### config.mk
export PLATFORM = sky130hd
export DESIGN_NAME = abct_cell
export DESIGN_NICKNAME = d
export VERILOG_FILES = /design/src/rtl/core/abct_pkg.sv /design/src/rtl/core/abct_cell.sv
export SDC_FILE = /design/constraint.sdc
export NUM_CORES = 1
export LEC_CHECK = 0
export BUFFER_PORTS_ARGS = -buffer_cell sky130_fd_sc_hd__buf_4
export CAP_MARGIN = 20
export CORE_MARGIN = 2
export CORE_UTILIZATION = 35
export CTS_BUF_LIST = sky130_fd_sc_hd__clkbuf_4
export DETAILED_ROUTE_END_ITERATION = 7
export SETUP_SLACK_MARGIN = 0.15
export SLEW_MARGIN = 20
export SYNTH_ARGS = -nofsm -noshare
export SYNTH_HDL_FRONTEND = slang
export SYNTH_SLANG_ARGS = --single-unit
### constraint.sdc
create_clock -name aclk -period 11.5 [get_ports aclk]
set_input_delay 0 -clock aclk [delete_from_list [all_inputs] [get_ports aclk]]
set_output_delay 0 -clock aclk [all_outputs]
set_load 0.05 [all_outputs]
### src/rtl/core/abct_pkg.sv
// Shared types and constants for the associative block cache table.
`default_nettype none

package abct_pkg;

    // Number of table entries, one per cell of the chain
    localparam int ENTRIES = 1024;

    // Action codes of an input word
    localparam logic [1:0] ACT_READ  = 2'd0;
    localparam logic [1:0] ACT_WRITE = 2'd1;
    localparam logic [1:0] ACT_CLEAR = 2'd2;

    // Input word
    typedef struct packed {
        logic [1:0]  action;
        logic [31:0] key_addr;
        logic [31:0] write_data;
    } in_word_t;

    // Result word
    typedef struct packed {
        logic        hit;
        logic [31:0] read_data;
        logic [31:0] entry_hit_count;
        logic        write_dropped;
        logic [31:0] total_hits;
        logic [31:0] total_misses;
    } out_word_t;

    // Token handed from cell to cell; done marks that an earlier cell
    // already served the request (matched a read or took a write).
    typedef struct packed {
        logic [1:0]  action;
        logic [31:0] key_addr;
        logic [31:0] write_data;
        logic        done;
        logic [31:0] read_data;
        logic [31:0] entry_hit_count;
    } token_t;

endpackage

`default_nettype wire

### src/rtl/core/abct_cell.sv
// One table entry of the chain: holds an entry and serves the passing token.
`default_nettype none

module abct_cell (
    input  wire logic              aclk,
    input  wire logic              aresetn,
    input  wire logic              advance,
    input  wire logic              in_valid,
    input  wire abct_pkg::token_t  in_tok,
    output logic                   out_valid,
    output abct_pkg::token_t       out_tok
);

    logic             valid_reg, valid_next;
    logic [31:0]      tag_reg, tag_next;
    logic [31:0]      data_reg, data_next;
    logic [31:0]      hits_reg, hits_next;
    logic [31:0]      hits_inc;
    logic             out_valid_reg;
    abct_pkg::token_t tok_reg, tok_next;

    assign hits_inc = hits_reg + 32'd1;

    // Entry update and token hand-off
    always_comb begin
        valid_next = valid_reg;
        tag_next   = tag_reg;
        data_next  = data_reg;
        hits_next  = hits_reg;
        tok_next   = in_tok;
        if (in_valid) begin
            unique case (in_tok.action)
                abct_pkg::ACT_READ: begin
                    if (!in_tok.done && valid_reg && (tag_reg == in_tok.key_addr)) begin
                        hits_next                = hits_inc;
                        tok_next.done            = 1'b1;
                        tok_next.read_data       = data_reg;
                        tok_next.entry_hit_count = hits_inc;
                    end
                end
                abct_pkg::ACT_WRITE: begin
                    if (!in_tok.done && !valid_reg) begin
                        valid_next    = 1'b1;
                        tag_next      = in_tok.key_addr;
                        data_next     = in_tok.write_data;
                        hits_next     = 32'd0;
                        tok_next.done = 1'b1;
                    end
                end
                abct_pkg::ACT_CLEAR: begin
                    valid_next = 1'b0;
                end
                default: begin
                end
            endcase
        end
    end

    // Control state
    always_ff @(posedge aclk) begin
        if (!aresetn) begin
            valid_reg     <= 1'b0;
            out_valid_reg <= 1'b0;
        end else if (advance) begin
            valid_reg     <= valid_next;
            out_valid_reg <= in_valid;
        end
    end

    // Entry contents and token payload
    always_ff @(posedge aclk) begin
        if (advance) begin
            tag_reg  <= tag_next;
            data_reg <= data_next;
            hits_reg <= hits_next;
            tok_reg  <= tok_next;
        end
    end

    assign out_valid = out_valid_reg;
    assign out_tok   = tok_reg;

endmodule

`default_nettype wire

==> impl_metrics.toml <==
[timing]
fin_crit_sh_pct = 22.8
fin_worst_skew_ns = 0.0589
timing.final.max_slew_violations = 0
worst_slew_pin_slew_ns = 0.911
slew_headroom_pct = 39.0
timing.fmax_mhz = 381
hold_violations = 0
rsz0062_at_grt = "false"
finalSetupTns_ns = 0
fin_crit_ns = 2.63
hold_slack_ns = 0.0747
setup_viol = 0

[die]
die_h_microns = 165
initial_utilization_pct = 35.3
die-area_sq_mm = 0.0273
rows = 59
core-area_sq_mm = 0.0258
die_x_microns = 165
num_io_pins = 267

[global_route]
grt_first_pass_wirelength_microns = 31900
grt_usage_pct = 15.2
antenna_found_initial = 1
first_global_vias = 6156
grt_max_degree = 69
grt.overflow.total = 0

[setup_path]
crit_slowest_cell = "nor4_2"
r2r_start = "tag_reg[9]"
critPathTopFamily = "buffers and inverters"
critPathArrivalTime_ns = 3.00
worstSetupStartpoint = "tag_reg[9]"
crit_path_start_kind = "register"
cp_max_fo = 36
worst_r2r_path_depth = 7
worstPathRequired_ns = 11.87
crit_type = "reg -> reg"
cp.depth = 7
slowest_delay_ns = 0.42
crit_chain = "xnor2_1 -> nand4_1 -> nor4_2 -> nand4_1 -> buf_4 -> buf_4 -> mux2_4"
cp-end-kind = "register"
cp_num_buf_inv = 2

[synth]
syn_inst = 498
synthDistinctLibCells = 31
synth-seq-cells = 229
synthesis.area_sq_mm = 0.00909
synth_top_flop_cell = "edfxtp_1"
yosysTopAreaCell = "edfxtp_1"
synth_top_cells_by_count = "227 x edfxtp_1, 50 x xnor2_1, 42 x mux2_4"
synth_fp_nets = 634
yosysWarnings = 0
avgSynthCellArea_sq_um = 18.3
yosysMostFrequentCell = "edfxtp_1"
synth_async_sr_flop_share_pct = 0
synthTopCellsByArea = "edfxtp_1 75%, mux2_4 6.9%, xnor2_1 4.8%"
seq_area_frac_synth_pct = 75.4
synth.top_cell.area_share_pct = 74.9
synth_edf_count = 227

[power_and_ir_drop]
p_sw_uw = 531
intPower_uw = 1460
power.density_mw_per_mm2 = 146
seqPwrFrac_pct = 49.2
p_leak_uw = 0.00542
clkPwrFrac_pct = 34.9
ir_drop_v = 0.000155
comb_power_share_pct = 15.9
netSwitchingFraction_pct = 26.8
total_power_uw = 1990

[clock_tree]
h-tree-depth = 2
cts.clk_slew.worst_paths_ns = 0.07
cts_tree = "yes"
cts_buffer_depth = 3
cts_buffers = 59
clk_latency_ns = 0.67
post_cts_buffers = 0
cts_sinks = 229
cts-root-buf = "clkbuf_4"

[routing]
vias_per_cell = 4.45
routed_wl_microns = 21600
drc = 0
first_pass_iters = 4
drtIter0Drc = 305
drtAntennaViolNets = 0
via_count = 5931
wl_per_cell_microns = 16.2

[worst_hold_path]
whs_path_depth = 2
hp-start = "in_tok[88]"
hold_class = "in -> reg"

[cells_and_area]
area_growth_pct = 49.6
fill_cells = 2132
stdcell_count = 1333
register_area_sq_mm = 0.00686
drive_gt1_share_pct = 42.4
largest_reg_flops = 131
multi_input_area_sq_mm = 0.00212
nNetsFinal = 1092
finish.utilization_pct = 52.8

[run]
maxCapViolCount = 0

[place]
placedCellCount = 1093
globalplace.congestion = 0.725
io_buffers = 266
hpwl_microns = 13700

[status]
status = "complete, no violations"
metrics by stage:
stage,setup slack [ns],area [sq um]
after floorplan,4.29,9090
final,8.87,13600
after global routing,8.66,13600
after detailed placement,8.81,11500
after CTS,8.80,13600
after global placement,8.84,11500
cells in the final DEF (no fill, tap or decap), drive strengths merged, types with 2 or more instances in the layout:
cell	instances
nand3	14
mux2	57
and2	26
nand2	14
nor2	12
clkbuf	80
mux2i	7
inv	13
buf	272
and3	2
nand4	25
clkinv	19
nor2b	2
nand2b	2
bufinv	2
dfxtp	2
edfxtp	227
xor2	12
a21boi	2
nor4	5
dlygate4sd3	137
nor3	9
xnor2	50
final timing paths:
kind / endpoint / slack, ns
max reg2reg: out_tok[47] / 8.87
min: out_tok[88] / 0.07
min reg2reg: out_valid / 0.51
max: out_tok[47] / 8.87
per-layer routing:
layer  vias up  wire length [microns]  track usage [%]
met3        47                   1650             4.47
met1      2803                   8940             18.1
met2       238                  10400             25.7
met5         -                      0                0
met4         0                    607             6.25
li1       2843                      -                -
kinds of logic after synthesis:
group                    count (synthesis)  share of synthesized area (%)
flip-flops                             229                           75.4
AND/OR/NAND/NOR                        113                           7.10
multiplexers                            64                           9.56
XOR/XNOR                                62                           5.97
buffers and inverters                   24                           1.47
AO/OA/AOI/OAI                            5                          0.371
adder cells (fa/ha/maj)                  1                          0.138
repair_timing:
action | 4_1_cts | 5_1_grt
endpoints found under the hold margin | 324 | 2
endpoints found under the setup margin | 0 | 0
gates resized for setup | 0 | 0
hold buffers | 136 | 1
power groups by stage:
stage               combinational (uW)  clock [uW]  sequential, uW
floorplan                         28.0           0            1130
global placement                   278           0             994
detailed placement                 279           0             995
CTS                                317         715             978
global route                       330         763             981
finish                             316         693             977
final cells by class:
type / count / share of cell area (%)
tap: 335 / 3.08
sequential: 229 / 50.4
clock buffer: 80 / 4.41
clock inverter: 22 / 1.03
timing repair buffer: 409 / 25.1
inverter: 12 / 0.331
antenna: 1 / 0.0184
multi-input combinational: 245 / 15.6
Note: power is estimated with default switching activity, not from simulation.
