--- src/rtl/core/abct_pkg.sv ---
// Shared types and constants for the associative block cache table.
`default_nettype none

package abct_pkg;

    // Number of table entries, one per cell of the chain
    localparam int ENTRIES = 1024;

    // Action codes of an input word
    localparam logic [1:0] ACT_READ  = 2'd0;
    localparam logic [1:0] ACT_WRITE = 2'd1;
    localparam logic [1:0] ACT_CLEAR = 2'd2;

    // Input word
    typedef struct packed {
        logic [1:0]  action;
        logic [31:0] key_addr;
        logic [31:0] write_data;
    } in_word_t;

    // Result word
    typedef struct packed {
        logic        hit;
        logic [31:0] read_data;
        logic [31:0] entry_hit_count;
        logic        write_dropped;
        logic [31:0] total_hits;
        logic [31:0] total_misses;
    } out_word_t;

    // Token handed from cell to cell; done marks that an earlier cell
    // already served the request (matched a read or took a write).
    typedef struct packed {
        logic [1:0]  action;
        logic [31:0] key_addr;
        logic [31:0] write_data;
        logic        done;
        logic [31:0] read_data;
        logic [31:0] entry_hit_count;
    } token_t;

endpackage

`default_nettype wire

--- src/rtl/core/abct_tally.sv ---
// End of the chain: global hit and miss counters and the output word register.
`default_nettype none

module abct_tally (
    input  wire logic              aclk,
    input  wire logic              aresetn,
    input  wire logic              last_valid,
    input  wire abct_pkg::token_t  last_tok,
    output logic                   advance,
    output logic                   m_valid,
    input  wire logic              m_ready,
    output abct_pkg::out_word_t    m_word
);

    logic                m_valid_reg;
    abct_pkg::out_word_t m_word_reg, m_word_next;
    logic [31:0]         hit_cnt_reg, hit_cnt_next;
    logic [31:0]         miss_cnt_reg, miss_cnt_next;
    logic                is_read, is_hit;

    // Chain moves whenever the output register is free or being taken
    assign advance = !m_valid_reg || m_ready;

    assign is_read = (last_tok.action == abct_pkg::ACT_READ);
    assign is_hit  = is_read && last_tok.done;

    // Counter update and result assembly
    always_comb begin
        hit_cnt_next  = hit_cnt_reg;
        miss_cnt_next = miss_cnt_reg;
        if (is_hit) begin
            hit_cnt_next = hit_cnt_reg + 32'd1;
        end else if (is_read) begin
            miss_cnt_next = miss_cnt_reg + 32'd1;
        end
        m_word_next.hit             = is_hit;
        m_word_next.read_data       = is_hit ? last_tok.read_data : '1;
        m_word_next.entry_hit_count = is_hit ? last_tok.entry_hit_count : 32'd0;
        m_word_next.write_dropped   = (last_tok.action == abct_pkg::ACT_WRITE)
                                      && !last_tok.done;
        m_word_next.total_hits      = hit_cnt_next;
        m_word_next.total_misses    = miss_cnt_next;
    end

    // Control state and counters
    always_ff @(posedge aclk) begin
        if (!aresetn) begin
            m_valid_reg  <= 1'b0;
            hit_cnt_reg  <= 32'd0;
            miss_cnt_reg <= 32'd0;
        end else if (advance) begin
            m_valid_reg <= last_valid;
            if (last_valid) begin
                hit_cnt_reg  <= hit_cnt_next;
                miss_cnt_reg <= miss_cnt_next;
            end
        end
    end

    // Output word
    always_ff @(posedge aclk) begin
        if (advance && last_valid) begin
            m_word_reg <= m_word_next;
        end
    end

    assign m_valid = m_valid_reg;
    assign m_word  = m_word_reg;

endmodule

`default_nettype wire

--- config.mk ---
export PLATFORM = sky130hd
export DESIGN_NAME = abct_tally
export DESIGN_NICKNAME = d
export VERILOG_FILES = /design/src/rtl/core/abct_pkg.sv /design/src/rtl/core/abct_tally.sv
export SDC_FILE = /design/constraint.sdc
export NUM_CORES = 1
export LEC_CHECK = 0
export BUFFER_PORTS_ARGS = -buffer_cell sky130_fd_sc_hd__buf_2
export CELL_PAD_IN_SITES_DETAIL_PLACEMENT = 0
export CELL_PAD_IN_SITES_GLOBAL_PLACEMENT = 2
export CORE_MARGIN = 1.5
export CORE_UTILIZATION = 29
export DETAILED_ROUTE_END_ITERATION = 8
export MAX_ROUTING_LAYER = met4
export PLACE_DENSITY_LB_ADDON = 0.1
export SKIP_LAST_GASP = 1
export SYNTH_ARGS = -nofsm -noshare
export SYNTH_HDL_FRONTEND = slang
export SYNTH_SLANG_ARGS = --single-unit
--- constraint.sdc ---
create_clock -name aclk -period 5.5 [get_ports aclk]
set_clock_uncertainty 0.05 [all_clocks]
set_input_delay 0 -clock aclk [delete_from_list [all_inputs] [get_ports aclk]]
set_output_delay 0 -clock aclk [all_outputs]
set_load 0.01 [all_outputs]
==> flow_metrics.py <==
metrics = {
    "synthesis": {
        "async_flop_share": 0,
        "syn_inst": 707,
        "synth_area_leaders": "edfxtp_1 47%, dfxtp_1 16%, xnor2_1 6.1%",
        "post_synth.cell_area_avg_sq_um": 11.9,
        "synth-main-ff-cell": "edfxtp_1",
        "yosys-top-cells-count": "130 x edfxtp_1, 73 x nor2_1, 65 x dfxtp_1, 58 x xnor2_1, 50 x xor2_1",
        "synth_enable_flop_cells": 130,
        "synth_fp_nets": 844,
        "synth_area_leader_cell": "edfxtp_1",
        "ys_types": 49,
        "synth_seq_cells": 195,
        "ys_seq_area_frac": 0.621,
        "synth.cell_area_sq_um": 8390,
        "synth_most_common_cell": "edfxtp_1",
        "synth_warnings": 0,
        "netlist.area_leader.share": 0.465,
    },
    "clocking": {
        "clock_latency_ps": 430,
        "cts_htree_levels": 4,
        "clockRootBuffer": "clkbuf_16",
        "cts_tree": "built",
        "cts_sinks": 195,
        "path_clk_slew_ps": 80,
        "cts-buffers-inserted": 17,
        "cts.path.max_buffers": 2,
    },
    "power": {
        "p_clk_frac": 0.393,
        "intPower_mw": 2.30,
        "p_seq_frac": 0.537,
        "power_mw": 3.03,
        "combPwrFrac": 0.070,
        "p_sw_frac": 0.239,
        "leakagePower_nw": 4.12,
        "powerDensity_nw_per_um2": 276,
        "switching_power_mw": 0.722,
        "vdd_drop_max_mv": 0.162,
    },
    "placement": {
        "port_buffers": 202,
        "hpwl_um": 13400,
        "gp_congestion": 0.822,
        "dpl_cell_area_sq_um": 9710,
        "dp_slack_ps": 2320,
    },
    "grt": {
        "grt_antenna_before_repair": 0,
        "grt-ovfl-total": 0,
        "track_usage": 0.142,
        "grt_max_degree": 121,
        "first_global_vias": 5956,
        "grt_pass1_wl_um": 32700,
    },
    "timing": {
        "timing.final.crit_share": 0.547,
        "worstMarginPinSlew_ps": 1080,
        "worst_slack_ps": 2490,
        "slew_headroom": 0.277,
        "setup_viol": 0,
        "rsz0062_at_grt": "no",
        "final_hold_viol_count": 0,
        "fin_crit_ps": 3010,
        "drv_slew": 0,
        "max_freq_mhz": 332,
        "finalSetupTns_ps": 0,
    },
    "floorplanning": {
        "die_y_um": 173,
        "dieArea_sq_um": 29900,
        "rows": 62,
        "io_pins": 267,
        "coreArea_sq_um": 28500,
        "start_util": 0.294,
        "fp.dieW_um": 173,
    },
    "drt": {
        "routed_via_density": 4.42,
        "wl_um": 20500,
        "dr.pass1.iters": 4,
        "drt_iter0_markers": 352,
        "via_count": 5996,
        "drc": 0,
        "wl_per_cell_um": 15.1,
        "ant_nets": 0,
    },
    "status": {
        "outcome": "finished, final reports clean",
    },
    "worst_setup_path": {
        "path_cells": "nor2b_1, inv_1, nand2_2, inv_6, buf_4, nand4_1, xor2_1, nor2_1",
        "crit_fanout": 120,
        "cp_slowest_cell": "inv_6",
        "cp-start-kind": "register",
        "crit_required_ps": 5770,
        "max_stage_delay_ps": 900,
        "end_kind": "register",
        "arrival_ps": 3270,
        "crit_type": "register to register",
    },
    "finish": {
        "syn2layout_area_growth_pct": 30.5,
        "layout.nets": 1098,
        "fin_area_sq_um": 10900,
        "largest_register_ffs": 130,
        "layout-drive-gt1-share": 0.259,
        "fin_util": 0.383,
        "antenna_cells": 0,
    },
    "run": {
        "max_cap_violations": 0,
    },
    "hold_path": {
        "hold_path.class": "input port to register",
    },
}
[critical path: cells and delay by family (launching register included)]
family | cells | cell delay (ps)
buffers and inverters | 3 | 1580
XOR/XNOR | 1 | 170
AND/OR/NAND/NOR | 4 | 760
flip-flops | 1 | 310
[routing by layer]
layer  up-vias  share of wire  GRT usage
li1       2966              -          -
met1      2834           0.48      0.189
met2       179           0.45      0.218
met3        17          0.059     0.0361
met4         0         0.0090     0.0326
met5         -              0          -
[cells by family (layout without fill, tap and decap cells)]
logic type	after synthesis	in the layout	share of synthesized area
adders and majority gates	2	2	0.00298
DFF	195	195	0.621
muxes	7	7	0.00865
xor gates and xnor gates	108	108	0.113
and+or+nand+nor	326	326	0.212
buffers and inverters	47	314	0.0280
AOI/OAI and AO/OA	22	22	0.0146
[through the flow]
| stage | cells | hold WS (ps) |
|---|---|---|
| floorplan | 707 | 70.7 |
| global placement | 1258 | 210 |
| detailed placement | 1258 | 210 |
| CTS | 1358 | 5.51 |
| global route | 1358 | 31.1 |
| finish | 1358 | 21.1 |
[cell type report]
type	instances	area (sq um)
fillers	2851	17600
flip-flops and latches	195	5200
multi-input cells	465	2950
repair buffers	274	1720
well taps	384	480
clock buffers	19	433
clock inverters	13	120
inverters	8	35.0
[what timing repair did]
item                                    in CTS  in global routing
endpoints found under the setup margin       0                  0
resized for setup                            0                  0
hold endpoints to repair                    72                  0
hold buffers                                68                  0
setup buffers                                0                  0
[final timing paths]
check	depth (start not counted)	endpoint	slack, ps	startpoint
max reg2reg	8	miss_cnt_reg[14]$_SDFFE_PN0P_	2490	m_valid$_SDFFE_PN0N_
min reg2reg	2	hit_cnt_reg[31]$_SDFFE_PN0P_	440	hit_cnt_reg[31]$_SDFFE_PN0P_
min	3	m_word[0]$_DFFE_PP_	20	last_tok[64]
max	8	miss_cnt_reg[14]$_SDFFE_PN0P_	2490	m_valid$_SDFFE_PN0N_
[layout by cell type (no fill, tap or decap), types with 5 or more instances in the layout]
cell type | synthesis | final
nand2b_1 | 39 | 39
mux2i_1 | 5 | 5
buf_2 | 5 | 202
clkbuf_16 | 0 | 17
nor4_1 | 12 | 12
and2_1 | 35 | 35
nor2_1 | 73 | 73
nand2_1 | 47 | 47
nor3_1 | 19 | 19
and3_1 | 11 | 11
dlygate4sd3_1 | 0 | 68
a21oi_1 | 11 | 11
o21ai_0 | 6 | 6
dfxtp_1 | 65 | 65
xnor2_1 | 58 | 58
xor2_1 | 50 | 50
edfxtp_1 | 130 | 130
nand3_1 | 31 | 31
inv_1 | 6 | 6
nand4_1 | 30 | 30
or3_1 | 5 | 5
[power groups by stage]
stage / registers [mW] / clock network (mW) / logic (mW)
finish: 1.63 / 1.19 / 0.212
global placement: 1.66 / 0 / 0.177
detailed placement: 1.66 / 0 / 0.176
CTS: 1.63 / 1.23 / 0.217
floorplan: 1.69 / 0 / 0.0552
global route: 1.63 / 1.29 / 0.231
Note: power is estimated with default switching activity, not from simulation.
